[config.mk]
export PLATFORM = sky130hd
export DESIGN_NAME = bcd_sensor_frame_decoder
export DESIGN_NICKNAME = d
export VERILOG_FILES = /design/src/design/bsfd_pkg.sv /design/src/design/bsfd_front.sv /design/src/design/bsfd_queue.sv /design/src/design/bsfd_back.sv /design/src/design/bcd_sensor_frame_decoder.sv
export SDC_FILE = /design/constraint.sdc
export NUM_CORES = 1
export LEC_CHECK = 0
export BUFFER_PORTS_ARGS = -buffer_cell sky130_fd_sc_hd__buf_2
export CAP_MARGIN = 10
export CORE_MARGIN = 2
export CORE_UTILIZATION = 50
export CTS_BUF_LIST = sky130_fd_sc_hd__clkbuf_8
export CTS_CLUSTER_DIAMETER = 80
export DETAILED_ROUTE_END_ITERATION = 10
export GPL_TIMING_DRIVEN = 0
export PLACE_DENSITY = 0.67
export SYNTH_ARGS = -nofsm -noshare
export SYNTH_HDL_FRONTEND = slang
export SYNTH_SLANG_ARGS = --single-unit
[constraint.sdc]
create_clock -name clk -period 9.92 [get_ports clk]
set_clock_uncertainty 0.1 [all_clocks]
set_input_delay 0.992 -clock clk [delete_from_list [all_inputs] [get_ports clk]]
set_output_delay 0.992 -clock clk [all_outputs]
set_load 0.03 [all_outputs]
[src/design/bsfd_pkg.sv]
// Shared types and constants of the sensor frame decoder.
package bsfd_pkg;

  localparam int unsigned FRAME_LENGTH = 14;
  localparam int unsigned FIELD_FIRST  = 7;
  localparam int unsigned FIELD_COUNT  = 6;

  localparam logic [3:0] POS_HUNT     = 4'd0;
  localparam logic [3:0] POS_FIRST    = 4'd1;
  localparam logic [3:0] POS_CHECKSUM = 4'(FRAME_LENGTH - 1);
  localparam logic [3:0] POS_FIELD_LO = 4'(FIELD_FIRST);
  localparam logic [3:0] POS_FIELD_HI = 4'(FIELD_FIRST + FIELD_COUNT - 1);

  localparam logic [7:0] HEADER_BYTE  = 8'h68;
  localparam logic [3:0] SIGN_NEG     = 4'd1;

  localparam logic       STATUS_OK    = 1'b0;
  localparam logic       STATUS_BAD   = 1'b1;

  localparam int unsigned MAG_W = 18;
  localparam int unsigned VAL_W = 19;

  typedef logic [FIELD_COUNT-1:0][7:0] field_bytes_t;

  typedef struct packed {
    field_bytes_t fields;
    logic         status;
  } frame_t;

endpackage

[src/design/bsfd_front.sv]
// Front end: header hunt, byte counting, running sum and field capture.
module bsfd_front (
  input  logic            clk,
  input  logic            rst_n,
  input  logic            beat,
  input  logic [7:0]      rx_byte,
  output logic            frame_push,
  output bsfd_pkg::frame_t frame_data
);

  logic [3:0]              pos_r, pos_nxt;
  logic [7:0]              sum_r, sum_nxt;
  bsfd_pkg::field_bytes_t  fields_r;
  logic                    field_we;
  logic [2:0]              field_idx;
  logic [3:0]              field_off;

  assign field_off = pos_r - bsfd_pkg::POS_FIELD_LO;
  assign field_idx = field_off[2:0];
  assign field_we  = beat && (pos_r >= bsfd_pkg::POS_FIELD_LO)
                     && (pos_r <= bsfd_pkg::POS_FIELD_HI);

  always_comb begin
    pos_nxt    = pos_r;
    sum_nxt    = sum_r;
    frame_push = 1'b0;
    if (beat) begin
      if (pos_r == bsfd_pkg::POS_HUNT) begin
        if (rx_byte == bsfd_pkg::HEADER_BYTE) begin
          pos_nxt = bsfd_pkg::POS_FIRST;
          sum_nxt = '0;
        end
      end else if (pos_r < bsfd_pkg::POS_CHECKSUM) begin
        sum_nxt = sum_r + rx_byte;
        pos_nxt = pos_r + 4'd1;
      end else begin
        frame_push = 1'b1;
        pos_nxt    = bsfd_pkg::POS_HUNT;
        sum_nxt    = '0;
      end
    end
  end

  assign frame_data.fields = fields_r;
  assign frame_data.status = (rx_byte == sum_r) ? bsfd_pkg::STATUS_OK : bsfd_pkg::STATUS_BAD;

  always_ff @(posedge clk) begin
    if (!rst_n) begin
      pos_r <= bsfd_pkg::POS_HUNT;
      sum_r <= '0;
    end else begin
      pos_r <= pos_nxt;
      sum_r <= sum_nxt;
    end
  end

  always_ff @(posedge clk) begin
    if (field_we) begin
      fields_r[field_idx] <= rx_byte;
    end
  end

endmodule

[src/design/bsfd_queue.sv]
// Frame queue between the front end and the decode stage.
module bsfd_queue #(
  parameter int unsigned DEPTH = 2
) (
  input  logic             clk,
  input  logic             rst_n,
  input  logic             push,
  input  bsfd_pkg::frame_t push_data,
  output logic             full,
  input  logic             pop,
  output logic             valid,
  output bsfd_pkg::frame_t pop_data
);

  localparam int unsigned PTR_W = (DEPTH > 1) ? $clog2(DEPTH) : 1;
  localparam int unsigned CNT_W = $clog2(DEPTH + 1);

  bsfd_pkg::frame_t mem_r [DEPTH];
  logic [PTR_W-1:0] wr_ptr_r, wr_ptr_nxt;
  logic [PTR_W-1:0] rd_ptr_r, rd_ptr_nxt;
  logic [CNT_W-1:0] count_r, count_nxt;
  logic             do_push, do_pop;

  assign full     = (count_r == CNT_W'(DEPTH));
  assign valid    = (count_r != '0);
  assign do_push  = push && !full;
  assign do_pop   = pop && valid;
  assign pop_data = mem_r[rd_ptr_r];

  always_comb begin
    wr_ptr_nxt = wr_ptr_r;
    rd_ptr_nxt = rd_ptr_r;
    count_nxt  = count_r;
    if (do_push) begin
      wr_ptr_nxt = (wr_ptr_r == PTR_W'(DEPTH - 1)) ? '0 : wr_ptr_r + PTR_W'(1);
    end
    if (do_pop) begin
      rd_ptr_nxt = (rd_ptr_r == PTR_W'(DEPTH - 1)) ? '0 : rd_ptr_r + PTR_W'(1);
    end
    if (do_push && !do_pop) begin
      count_nxt = count_r + CNT_W'(1);
    end else if (do_pop && !do_push) begin
      count_nxt = count_r - CNT_W'(1);
    end
  end

  always_ff @(posedge clk) begin
    if (!rst_n) begin
      wr_ptr_r <= '0;
      rd_ptr_r <= '0;
      count_r  <= '0;
    end else begin
      wr_ptr_r <= wr_ptr_nxt;
      rd_ptr_r <= rd_ptr_nxt;
      count_r  <= count_nxt;
    end
  end

  always_ff @(posedge clk) begin
    if (do_push) begin
      mem_r[wr_ptr_r] <= push_data;
    end
  end

endmodule

[src/design/bsfd_back.sv]
// Decode stage: sign-and-BCD conversion into the result register.
module bsfd_back (
  input  logic                      clk,
  input  logic                      rst_n,
  input  logic                      q_valid,
  input  bsfd_pkg::frame_t          q_data,
  output logic                      q_pop,
  output logic                      out_valid,
  input  logic                      out_take,
  output logic signed [18:0]        angle,
  output logic signed [18:0]        rate,
  output logic                      status
);

  function automatic logic [bsfd_pkg::VAL_W-1:0] decode_bcd3(
    input logic [7:0] lead,
    input logic [7:0] mid,
    input logic [7:0] low
  );
    logic [bsfd_pkg::MAG_W-1:0] mag;
    logic [bsfd_pkg::VAL_W-1:0] wide;
    mag = bsfd_pkg::MAG_W'(lead[3:0]) * bsfd_pkg::MAG_W'(10000)
        + bsfd_pkg::MAG_W'(mid[7:4])  * bsfd_pkg::MAG_W'(1000)
        + bsfd_pkg::MAG_W'(mid[3:0])  * bsfd_pkg::MAG_W'(100)
        + bsfd_pkg::MAG_W'(low[7:4])  * bsfd_pkg::MAG_W'(10)
        + bsfd_pkg::MAG_W'(low[3:0]);
    wide = {1'b0, mag};
    if (lead[7:4] == bsfd_pkg::SIGN_NEG) begin
      wide = ~wide + bsfd_pkg::VAL_W'(1);
    end
    return wide;
  endfunction

  logic                       valid_r, valid_nxt;
  logic [bsfd_pkg::VAL_W-1:0] angle_r, rate_r;
  logic                       status_r;
  logic [bsfd_pkg::VAL_W-1:0] angle_dec, rate_dec;
  logic                       bad;

  assign q_pop     = q_valid && (!valid_r || out_take);
  assign valid_nxt = q_pop || (valid_r && !out_take);
  assign bad       = (q_data.status == bsfd_pkg::STATUS_BAD);
  assign angle_dec = bad ? '0 : decode_bcd3(q_data.fields[3], q_data.fields[4],
                                            q_data.fields[5]);
  assign rate_dec  = bad ? '0 : decode_bcd3(q_data.fields[0], q_data.fields[1],
                                            q_data.fields[2]);

  always_ff @(posedge clk) begin
    if (!rst_n) begin
      valid_r <= 1'b0;
    end else begin
      valid_r <= valid_nxt;
    end
  end

  always_ff @(posedge clk) begin
    if (q_pop) begin
      angle_r  <= angle_dec;
      rate_r   <= rate_dec;
      status_r <= q_data.status;
    end
  end

  assign out_valid = valid_r;
  assign angle     = $signed(angle_r);
  assign rate      = $signed(rate_r);
  assign status    = status_r;

endmodule

[src/design/bcd_sensor_frame_decoder.sv]
// Top level of the sensor frame decoder.
//
// Input channel: one stream byte per beat on in_rx_byte, taken when in_push
// is high and in_full is low. The front end hunts for header 0x68, counts the
// 13 following bytes, keeps the 8-bit sum of bytes 1 to 12 and captures
// bytes 7 to 12. The checksum byte completes a frame.
// Result channel: one result per completed frame, shown while out_empty is
// low and taken when out_pop is high. frame_status 0 carries the decoded
// angle (bytes 10 to 12) and rate (bytes 7 to 9); frame_status 1 means a
// checksum miss with both values zero, after which hunting resumes.
// Path: a completed frame is written into the queue, then into the result
// register once that is free. Throughput: one byte per cycle while in_full is
// low; the decode stage takes one frame per cycle from the QUEUE_DEPTH
// queue while the result register is free or being taken. When the
// receiver stalls, frames gather in the queue; in_full rises only once the
// queue is full, which needs the result register to be held.
// Synchronous reset returns the front end to hunting and empties the queue
// and the result register.
module bcd_sensor_frame_decoder #(
  parameter int unsigned QUEUE_DEPTH = 2
) (
  input  logic               clk,
  input  logic               rst_n,
  input  logic               in_push,
  output logic               in_full,
  input  logic [7:0]         in_rx_byte,
  output logic               out_empty,
  input  logic               out_pop,
  output logic signed [18:0] out_angle_hundredths,
  output logic signed [18:0] out_rate_thousandths,
  output logic               out_frame_status
);

  logic             beat;
  logic             frame_push;
  bsfd_pkg::frame_t frame_data;
  logic             q_full, q_valid, q_pop;
  bsfd_pkg::frame_t q_data;
  logic             out_valid;

  assign in_full   = q_full;
  assign beat      = in_push && !q_full;
  assign out_empty = !out_valid;

  bsfd_front u_front (
    .clk        (clk),
    .rst_n      (rst_n),
    .beat       (beat),
    .rx_byte    (in_rx_byte),
    .frame_push (frame_push),
    .frame_data (frame_data)
  );

  bsfd_queue #(
    .DEPTH (QUEUE_DEPTH)
  ) u_queue (
    .clk       (clk),
    .rst_n     (rst_n),
    .push      (frame_push),
    .push_data (frame_data),
    .full      (q_full),
    .pop       (q_pop),
    .valid     (q_valid),
    .pop_data  (q_data)
  );

  bsfd_back u_back (
    .clk       (clk),
    .rst_n     (rst_n),
    .q_valid   (q_valid),
    .q_data    (q_data),
    .q_pop     (q_pop),
    .out_valid (out_valid),
    .out_take  (out_pop),
    .angle     (out_angle_hundredths),
    .rate      (out_rate_thousandths),
    .status    (out_frame_status)
  );

endmodule

==> flow_summary_export.csv, run 1 <==
group,metric,value,unit
drt,vias_per_cell,5.33,
floorplan,ios,53,
finish,final_common_cell,"edfxtp_1",
timing,setup_slack,1600,ps
place,placed_cell_area,13700,um^2
drt,avgRoutedWirePerCell,15.8,um
flow_run,cap_violations,0,
floorplan,die-area,27200,um^2
finish,drive_above_1_share,12.0,%
timing,slew_headroom,21.0,%
setup_path,crit_fanout,10,
timing,setup_violations,0,
timing,setup_tns,0,ps
timing,fin_crit_sh,83.8,%
floorplan,core,25300,um^2
setup_path,critical_path_class,"reg2reg",
synthesis,syn_area,12900,um^2
clock_network,numCtsBuffers,34,
synthesis,synthAdderAreaFrac,22.4,%
synthesis,async_flop_share,0,%
finish,n_antenna_cell,0,
global_routing,overflow,0,
synthesis,post_synth.cell_area_avg,12.1,um^2
drt,drt-initial-drc-count,512,
clock_network,cts_buffer_depth,3,
synthesis,synth_top_family_by_area,"adder cells",
clock_network,post_cts_buffers,0,
finish,fin_util,56.5,%
outcome,outcome,"finished clean",
setup_path,cp.required,10060,ps
finish,fin_area,14300,um^2
clock_network,cts_resized,0,
synthesis,synth_cells,1069,
drt,ant_nets,0,
synthesis,synth-seq-cells,203,
drt,wirelength,24.0,mm
clock_network,insertion_delay,520,ps
timing,period_minus_slack,8320,ps
finish,nNetsFinal,1375,
drt,drc,0,
synthesis,synth_fp_nets,1280,
timing,rsz0062_at_grt,"false",
drt,met2_length,11.0,mm
clock_network,path_clk_slew,60,ps
global_routing,grt_pass1_vias,7910,
clock_network,h-tree-depth,2,
place,dp_slack,1540,ps
clock_network,cts.sinks,203,
global_routing,grt.total_usage,18.3,%
finish,synthToLayoutAreaGrowth,10.5,%
floorplan,initial_core_util,51.1,%
drt,route.met3.wl,1.08,mm
place,hpwl,18.2,mm
clock_network,cts_tree,"done",
timing,clock.fmax,120,MHz
synthesis,synthMuxAreaShare,3.98,%
place,port_buffers,52,
global_routing,grt_pass1_wl,39.0,mm
clock_network,cts_hold_buf,0,
setup_path,cp-start-kind,"register",
synthesis,yosys.area_share.simple,8.49,%
worst_hold_path,hold_class,"reg2reg",
drt,wl_met1,11.7,mm
finish,final_cell_mix,"edfxtp_1 (185), ha_1 (144), inv_1 (130)",
synthesis,seq_area_frac_synth,45.7,%
timing,slew_viol_final,0,
floorplan,die_w,165,um
setup_path,crit_arrival,8450,ps
drt,vias,8087,
clock_network,root_buffer,"clkbuf_8",
timing,hold_violations,0,
floorplan,die-height,165,um
global_routing,grt_max_degree,40,
timing,worst_pin_slew,1170,ps
synthesis,yosysWarningCount,0,
floorplan,rows,58,
synthesis,ys_types,63,
drt,first_pass_iters,5,
synthesis,synth_compound_area_share,9.48,%
global_routing,antenna_found_initial,0,
drt,top_layer,"met4",
place,finalWeightedCongestion,0.824,
synthesis,synth_xor_area_share,5.82,%
synthesis,synthFlopType,"edfxtp_1",
setup_path,crit_path_end_kind,"register",
synthesis,synth_edf_count,185,
-- flip-flops by register name, summed over array words and instances (netlist names), named ones only --
register and flops:
u_queue.count_r 2, u_back.status 1, u_front.pos_r 4, u_queue.rd_ptr_r 1, u_front.frame_data 48, u_back.out_valid 1, u_queue.wr_ptr_r 1, u_front.sum_r 8
u_back.angle 19, u_queue.mem_r 98, u_back.rate 19
-- cells in the mapped netlist (all sizes together) (9+ instances only) --
cell type	n	area [um^2]
inv	117	439
xor2	41	359
nor2b	14	87.6
nand3	12	60.1
mux2	20	225
o21ai	32	160
nand2b	9	56.3
nor2	58	218
edfxtp	185	5560
dfxtp	18	360
and2	12	75.1
or3	11	68.8
ha	144	1800
fa	55	1100
a21oi	55	275
nor3	15	80.1
mux2i	29	290
xnor2	45	394
clkbuf	14	52.6
nand2	43	161
a21o	25	188
-- kinds of logic (layout without fill, tap and decap cells) --
logic type	after synthesis	after routing
compound gates	182	182
xor+xnor	86	86
fa+ha+maj	199	199
buf+inv	139	257
flops	203	203
mux	49	49
simple gates	211	211
-- layout make-up --
type / count / area, um^2
clock inverters: 25 / 118
fillers: 2124 / 11000
plain buffers: 22 / 88.8
multi-input cells: 727 / 6510
inverters: 117 / 439
well taps: 330 / 413
repair buffers: 59 / 343
flip-flops and latches: 203 / 5920
clock buffers: 34 / 468
-- per-stage QoR --
| stage | instances | hold slack (ps) |
|---|---|---|
| 2_1_floorplan | 1069 | 321 |
| 3_3_place_gp | 1451 | 321 |
| 3_5_place_dp | 1456 | 330 |
| 4_1_cts | 1515 | 342 |
| 5_1_grt | 1517 | 355 |
| 6_report | 1517 | 340 |
-- metal layers --
metal	vias up	track usage (%)
met3	28	2.99
met5	-	0
li1	4027	-
met2	153	30.1
met4	0	4.27
met1	3879	25.7
-- worst max-delay path, stage by stage (launching register included) --
cell      delay [ps]
dfxtp_1          360
clkbuf_1         320
buf_2            360
buf_2            340
buf_1            720
mux2i_1          350
fa_1             650
inv_1            110
fa_1             540
inv_1             40
ha_1             320
a21o_1           190
a21oi_1          200
xnor2_1          120
fa_1             510
inv_1             40
ha_1             290
ha_1             270
buf_2            240
nand3_1          130
nor3_2           280
nor3_1           140
o31ai_1          520
xor2_1           210
o41ai_1          420
xnor2_1          170
nor2_1            60
-- final timing paths --
kind / startpoint / endpoint / slack [ps] / depth (start not counted)
worst max register to register: register / u_back.rate[16] / 1600 / 26
worst min-delay path: u_front.frame_data[6] / u_queue.mem_r[0][6] / 340 / 0
worst max-delay path: register / u_back.rate[16] / 1600 / 26
worst min register to register: u_front.frame_data[6] / u_queue.mem_r[0][6] / 340 / 0
Power of run 1 is left out: the tool's default activity adds up to more than one toggle a clock period on the data nets, which glitch-free logic cannot reach.
==> run 2: changes to the inputs <==
clock period = 7.7 ns   (was 9.92 ns; I/O delays follow)
==> flow_summary_export.csv, run 2 (synthesis results as in run 1) <==
group,metric,value,unit
outcome,outcome,"finished clean",
timing,worst_pin_slew,1190,ps
place,finalWeightedCongestion,0.824,
clock_network,numCtsBuffers,34,
timing,rsz0062_at_grt,"false",
finish,fin_cells,1515,
drt,avgRoutedWirePerCell,15.9,um
timing,slew_headroom,19.7,%
setup_path,cp.required,7950,ps
global_routing,overflow,0,
finish,n_antenna_cell,0,
drt,drt-initial-drc-count,444,
timing,period_minus_slack,6960,ps
drt,vias_per_cell,5.31,
finish,final_common_cell,"edfxtp_1",
timing,clock.fmax,144,MHz
floorplan,die-height,165,um
clock_network,cts_hold_buf,0,
place,placed_cell_area,13700,um^2
finish,fin_area,14300,um^2
place,dp_slack,-677,ps
setup_path,crit_path_end_kind,"register",
global_routing,grt_max_degree,40,
drt,vias,8051,
flow_run,cap_violations,0,
timing,fin_crit_sh,90.3,%
worst_hold_path,hold_class,"reg2reg",
floorplan,die_w,165,um
finish,largest_reg_flops,98,
finish,nNetsFinal,1373,
global_routing,grt.total_usage,18.3,%
place,hpwl,18.2,mm
setup_path,cp_top_family,"adder cells",
timing,setup_slack,743,ps
setup_path,crit_fanout,19,
finish,final_cell_mix,"edfxtp_1 (185), ha_1 (144), inv_1 (130)",
global_routing,grt_util_met2,30.2,%
floorplan,core,25300,um^2
clock_network,root_buffer,"clkbuf_8",
global_routing,grt_pass1_wl,39.0,mm
setup_path,cp-start-kind,"register",
clock_network,insertion_delay,520,ps
setup_path,crit_arrival,7210,ps
global_routing,grt_pass1_vias,7906,
place,port_buffers,52,
timing,setup_violations,0,
global_routing,use_met3,2.99,%
clock_network,cts.sinks,203,
floorplan,ios,53,
setup_path,crit_buf_inv,4,
global_routing,met1_usage,25.7,%
global_routing,antenna_found_initial,0,
floorplan,rows,58,
drt,ant_nets,0,
timing,hold_violations,0,
global_routing,top_usage_layer,"met2",
place,place_inst,1456,
floorplan,initial_core_util,51.1,%
finish,drive_above_1_share,12.7,%
clock_network,path_clk_slew,60,ps
clock_network,cts_tree,"done",
floorplan,die-area,27200,um^2
setup_path,critical_path_class,"reg2reg",
drt,drc,0,
finish,max_flop_register,"u_queue.mem_r",
clock_network,h-tree-depth,2,
clock_network,cts_buffer_depth,3,
setup_path,cp_slowest_cell,"fa_1",
drt,wirelength,24.0,mm
drt,first_pass_iters,5,
setup_path,cpPeakStageDelay,620,ps
timing,slew_viol_final,0,
finish,synthToLayoutAreaGrowth,10.8,%
[run 2: cell count changes in the layout (fill, tap and decap cells not counted), sizes merged]
| cell | previous run | this run |
|---|---|---|
| buf | 67 | 65 |
[run 2: worst paths after layout]
path | slack [ps] | cells past startpoint | endpoint | from
worst max-delay path | 740 | 26 | u_back.rate[17] | register
worst min-delay path | 340 | 0 | u_queue.mem_r[0][6] | u_front.frame_data[6]
worst max register to register | 740 | 26 | u_back.rate[17] | register
worst min register to register | 340 | 0 | u_queue.mem_r[0][6] | u_front.frame_data[6]
[run 2: what timing repair did]
action                     CTS  global route
setup endpoints to repair   17            12
resized for setup            9             8
pin swaps                    0             0
setup buffers                0             0
[run 2: layout make-up]
type,instances,area [um^2]
inverters,117,439
flip-flops and latches,203,5920
plain buffers,20,93.8
well taps,330,413
clock inverters,25,118
fillers,2114,11000
repair buffers,59,343
clock buffers,34,468
multi-input cells,727,6550
[run 2: through the flow]
stage	TNS, ps	utilization (%)	hold WS [ps]
global route	0	56.6	355
floorplan	0	-	321
CTS	0	56.5	342
finish	0	56.6	340
global placement	-3670	53.7	321
detailed placement	-4350	54.1	330
[run 2: routing by layer]
| metal | up-vias | share of wire (%) |
|---|---|---|
| li1 | 4024 | - |
| met4 | 0 | 1.3 |
| met3 | 27 | 4.4 |
| met2 | 164 | 46 |
| met5 | - | 0 |
| met1 | 3836 | 49 |
Power of run 2 is left out for the same reason.
==> run 3: changes to the inputs <==
clock period = 7.9 ns   (was 7.7 ns; I/O delays follow)
==> flow_summary_export.csv, run 3 (synthesis results as in run 1) <==
group,metric,value,unit
floorplan,core,25300,um^2
clock_network,numCtsBuffers,34,
clock_network,cts.sinks,203,
outcome,outcome,"finished clean",
global_routing,grt_pass1_wl,39.0,mm
floorplan,rows,58,
setup_path,ff2ff_setup_slack,670,ps
floorplan,ios,53,
clock_network,cts_buffer_depth,3,
place,finalWeightedCongestion,0.824,
finish,multi_input_area,6550,um^2
setup_path,cpPeakStageDelay,620,ps
timing,fin_crit_sh,91.6,%
finish,n_antenna_cell,0,
worst_hold_path,hold_path_depth,0,
drt,vias,8091,
finish,nNetsFinal,1374,
floorplan,die_w,165,um
worst_hold_path,hold_class,"reg2reg",
global_routing,grt_util_met2,30.2,%
finish,fin_util,56.6,%
global_routing,antenna_found_initial,0,
place,place_inst,1456,
timing,rsz0062_at_grt,"false",
setup_path,crit_arrival,7480,ps
floorplan,die-height,165,um
floorplan,initial_core_util,51.1,%
global_routing,use_met3,2.99,%
setup_path,reg2reg_to,"u_back.rate[17]",
setup_path,critical_path_class,"reg2reg",
place,hpwl,18.2,mm
setup_path,cp_slowest_cell,"fa_1",
drt,drt-initial-drc-count,404,
drt,first_pass_iters,5,
drt,drc,0,
setup_path,crit_path_end_kind,"register",
global_routing,met1_usage,25.7,%
timing,slew_viol_final,0,
timing,worst_pin_slew,1170,ps
finish,final_cell_mix,"edfxtp_1 (185), ha_1 (144), inv_1 (130)",
timing,slew_headroom,21.2,%
finish,fin_cells,1516,
global_routing,grt.total_usage,18.3,%
setup_path,cp-start-kind,"register",
finish,seq_area,5920,um^2
place,placed_cell_area,13700,um^2
worst_hold_path,hold_start,"u_front.frame_data[47]",
finish,largest_reg_flops,98,
drt,avgRoutedWirePerCell,15.9,um
drt,wirelength,24.1,mm
flow_run,cap_violations,0,
drt,ant_nets,0,
clock_network,post_cts_buffers,0,
global_routing,overflow,0,
clock_network,root_buffer,"clkbuf_8",
timing,hold_violations,0,
finish,max_flop_register,"u_queue.mem_r",
floorplan,die-area,27200,um^2
setup_path,cp.required,8150,ps
clock_network,h-tree-depth,2,
worst_hold_path,hold_path_end,"u_queue.mem_r[1][47]",
setup_path,cp_top_family,"adder cells",
setup_path,r2r_cells,27,
finish,synthToLayoutAreaGrowth,10.9,%
place,port_buffers,52,
setup_path,crit_buf_inv,5,
timing,setup_violations,0,
setup_path,crit_fanout,10,
finish,final_common_cell,"edfxtp_1",
clock_network,path_clk_slew,60,ps
finish,nFillCells,2116,
finish,drive_above_1_share,12.7,%
clock_network,insertion_delay,520,ps
global_routing,grt_max_degree,40,
global_routing,top_usage_layer,"met2",
finish,fin_area,14300,um^2
clock_network,cts_tree,"done",
global_routing,grt_pass1_vias,7909,
timing,clock.fmax,138,MHz
timing,period_minus_slack,7230,ps
drt,vias_per_cell,5.34,
-- run 3: cell types whose count changed in the layout (fill, tap and decap cells not counted) --
cell / change
clkbuf_4: +1
buf_6: -1
buf_2: +1
-- run 3: routing by layer --
layer | routed length, um | vias up
met5 | 0 | -
met3 | 1090 | 28
li1 | - | 4020
met2 | 11000 | 167
met4 | 315 | 0
met1 | 11700 | 3876
-- run 3: layout make-up --
| type | instances | share of cell area [%] |
|---|---|---|
| Buffer | 21 | 0.663 |
| Clock buffer | 34 | 3.26 |
| Clock inverter | 25 | 0.820 |
| Inverter | 117 | 3.06 |
| Multi-Input combinational cell | 727 | 45.7 |
| Sequential cell | 203 | 41.2 |
| Tap cell | 330 | 2.88 |
| Timing Repair Buffer | 59 | 2.39 |
-- run 3: timing repair --
| action | 4_1_cts | 5_1_grt |
|---|---|---|
| resized for setup | 6 | 11 |
| setup endpoints to repair | 10 | 10 |
| hold buffers | 0 | 0 |
-- run 3: through the flow --
stage | setup TNS (ps) | setup slack (ps) | hold slack [ps]
finish | 0 | 666 | 341
global route | 0 | 151 | 355
CTS | 0 | 25.4 | 342
detailed placement | -2010 | -477 | 330
global placement | -1590 | -419 | 321
floorplan | 0 | 849 | 321
-- run 3: worst max-delay path by stage --
stage	from	to	slack (ps)	cells after the start
after detailed placement	register	u_back.rate[16]	-480	26
after global routing	register	u_back.rate[17]	150	27
after floorplan	register	u_back.rate[16]	850	26
final	register	u_back.rate[17]	670	27
after global placement	register	u_back.rate[16]	-420	26
after CTS	register	u_back.rate[16]	30	27
Power of run 3 is left out for the same reason.
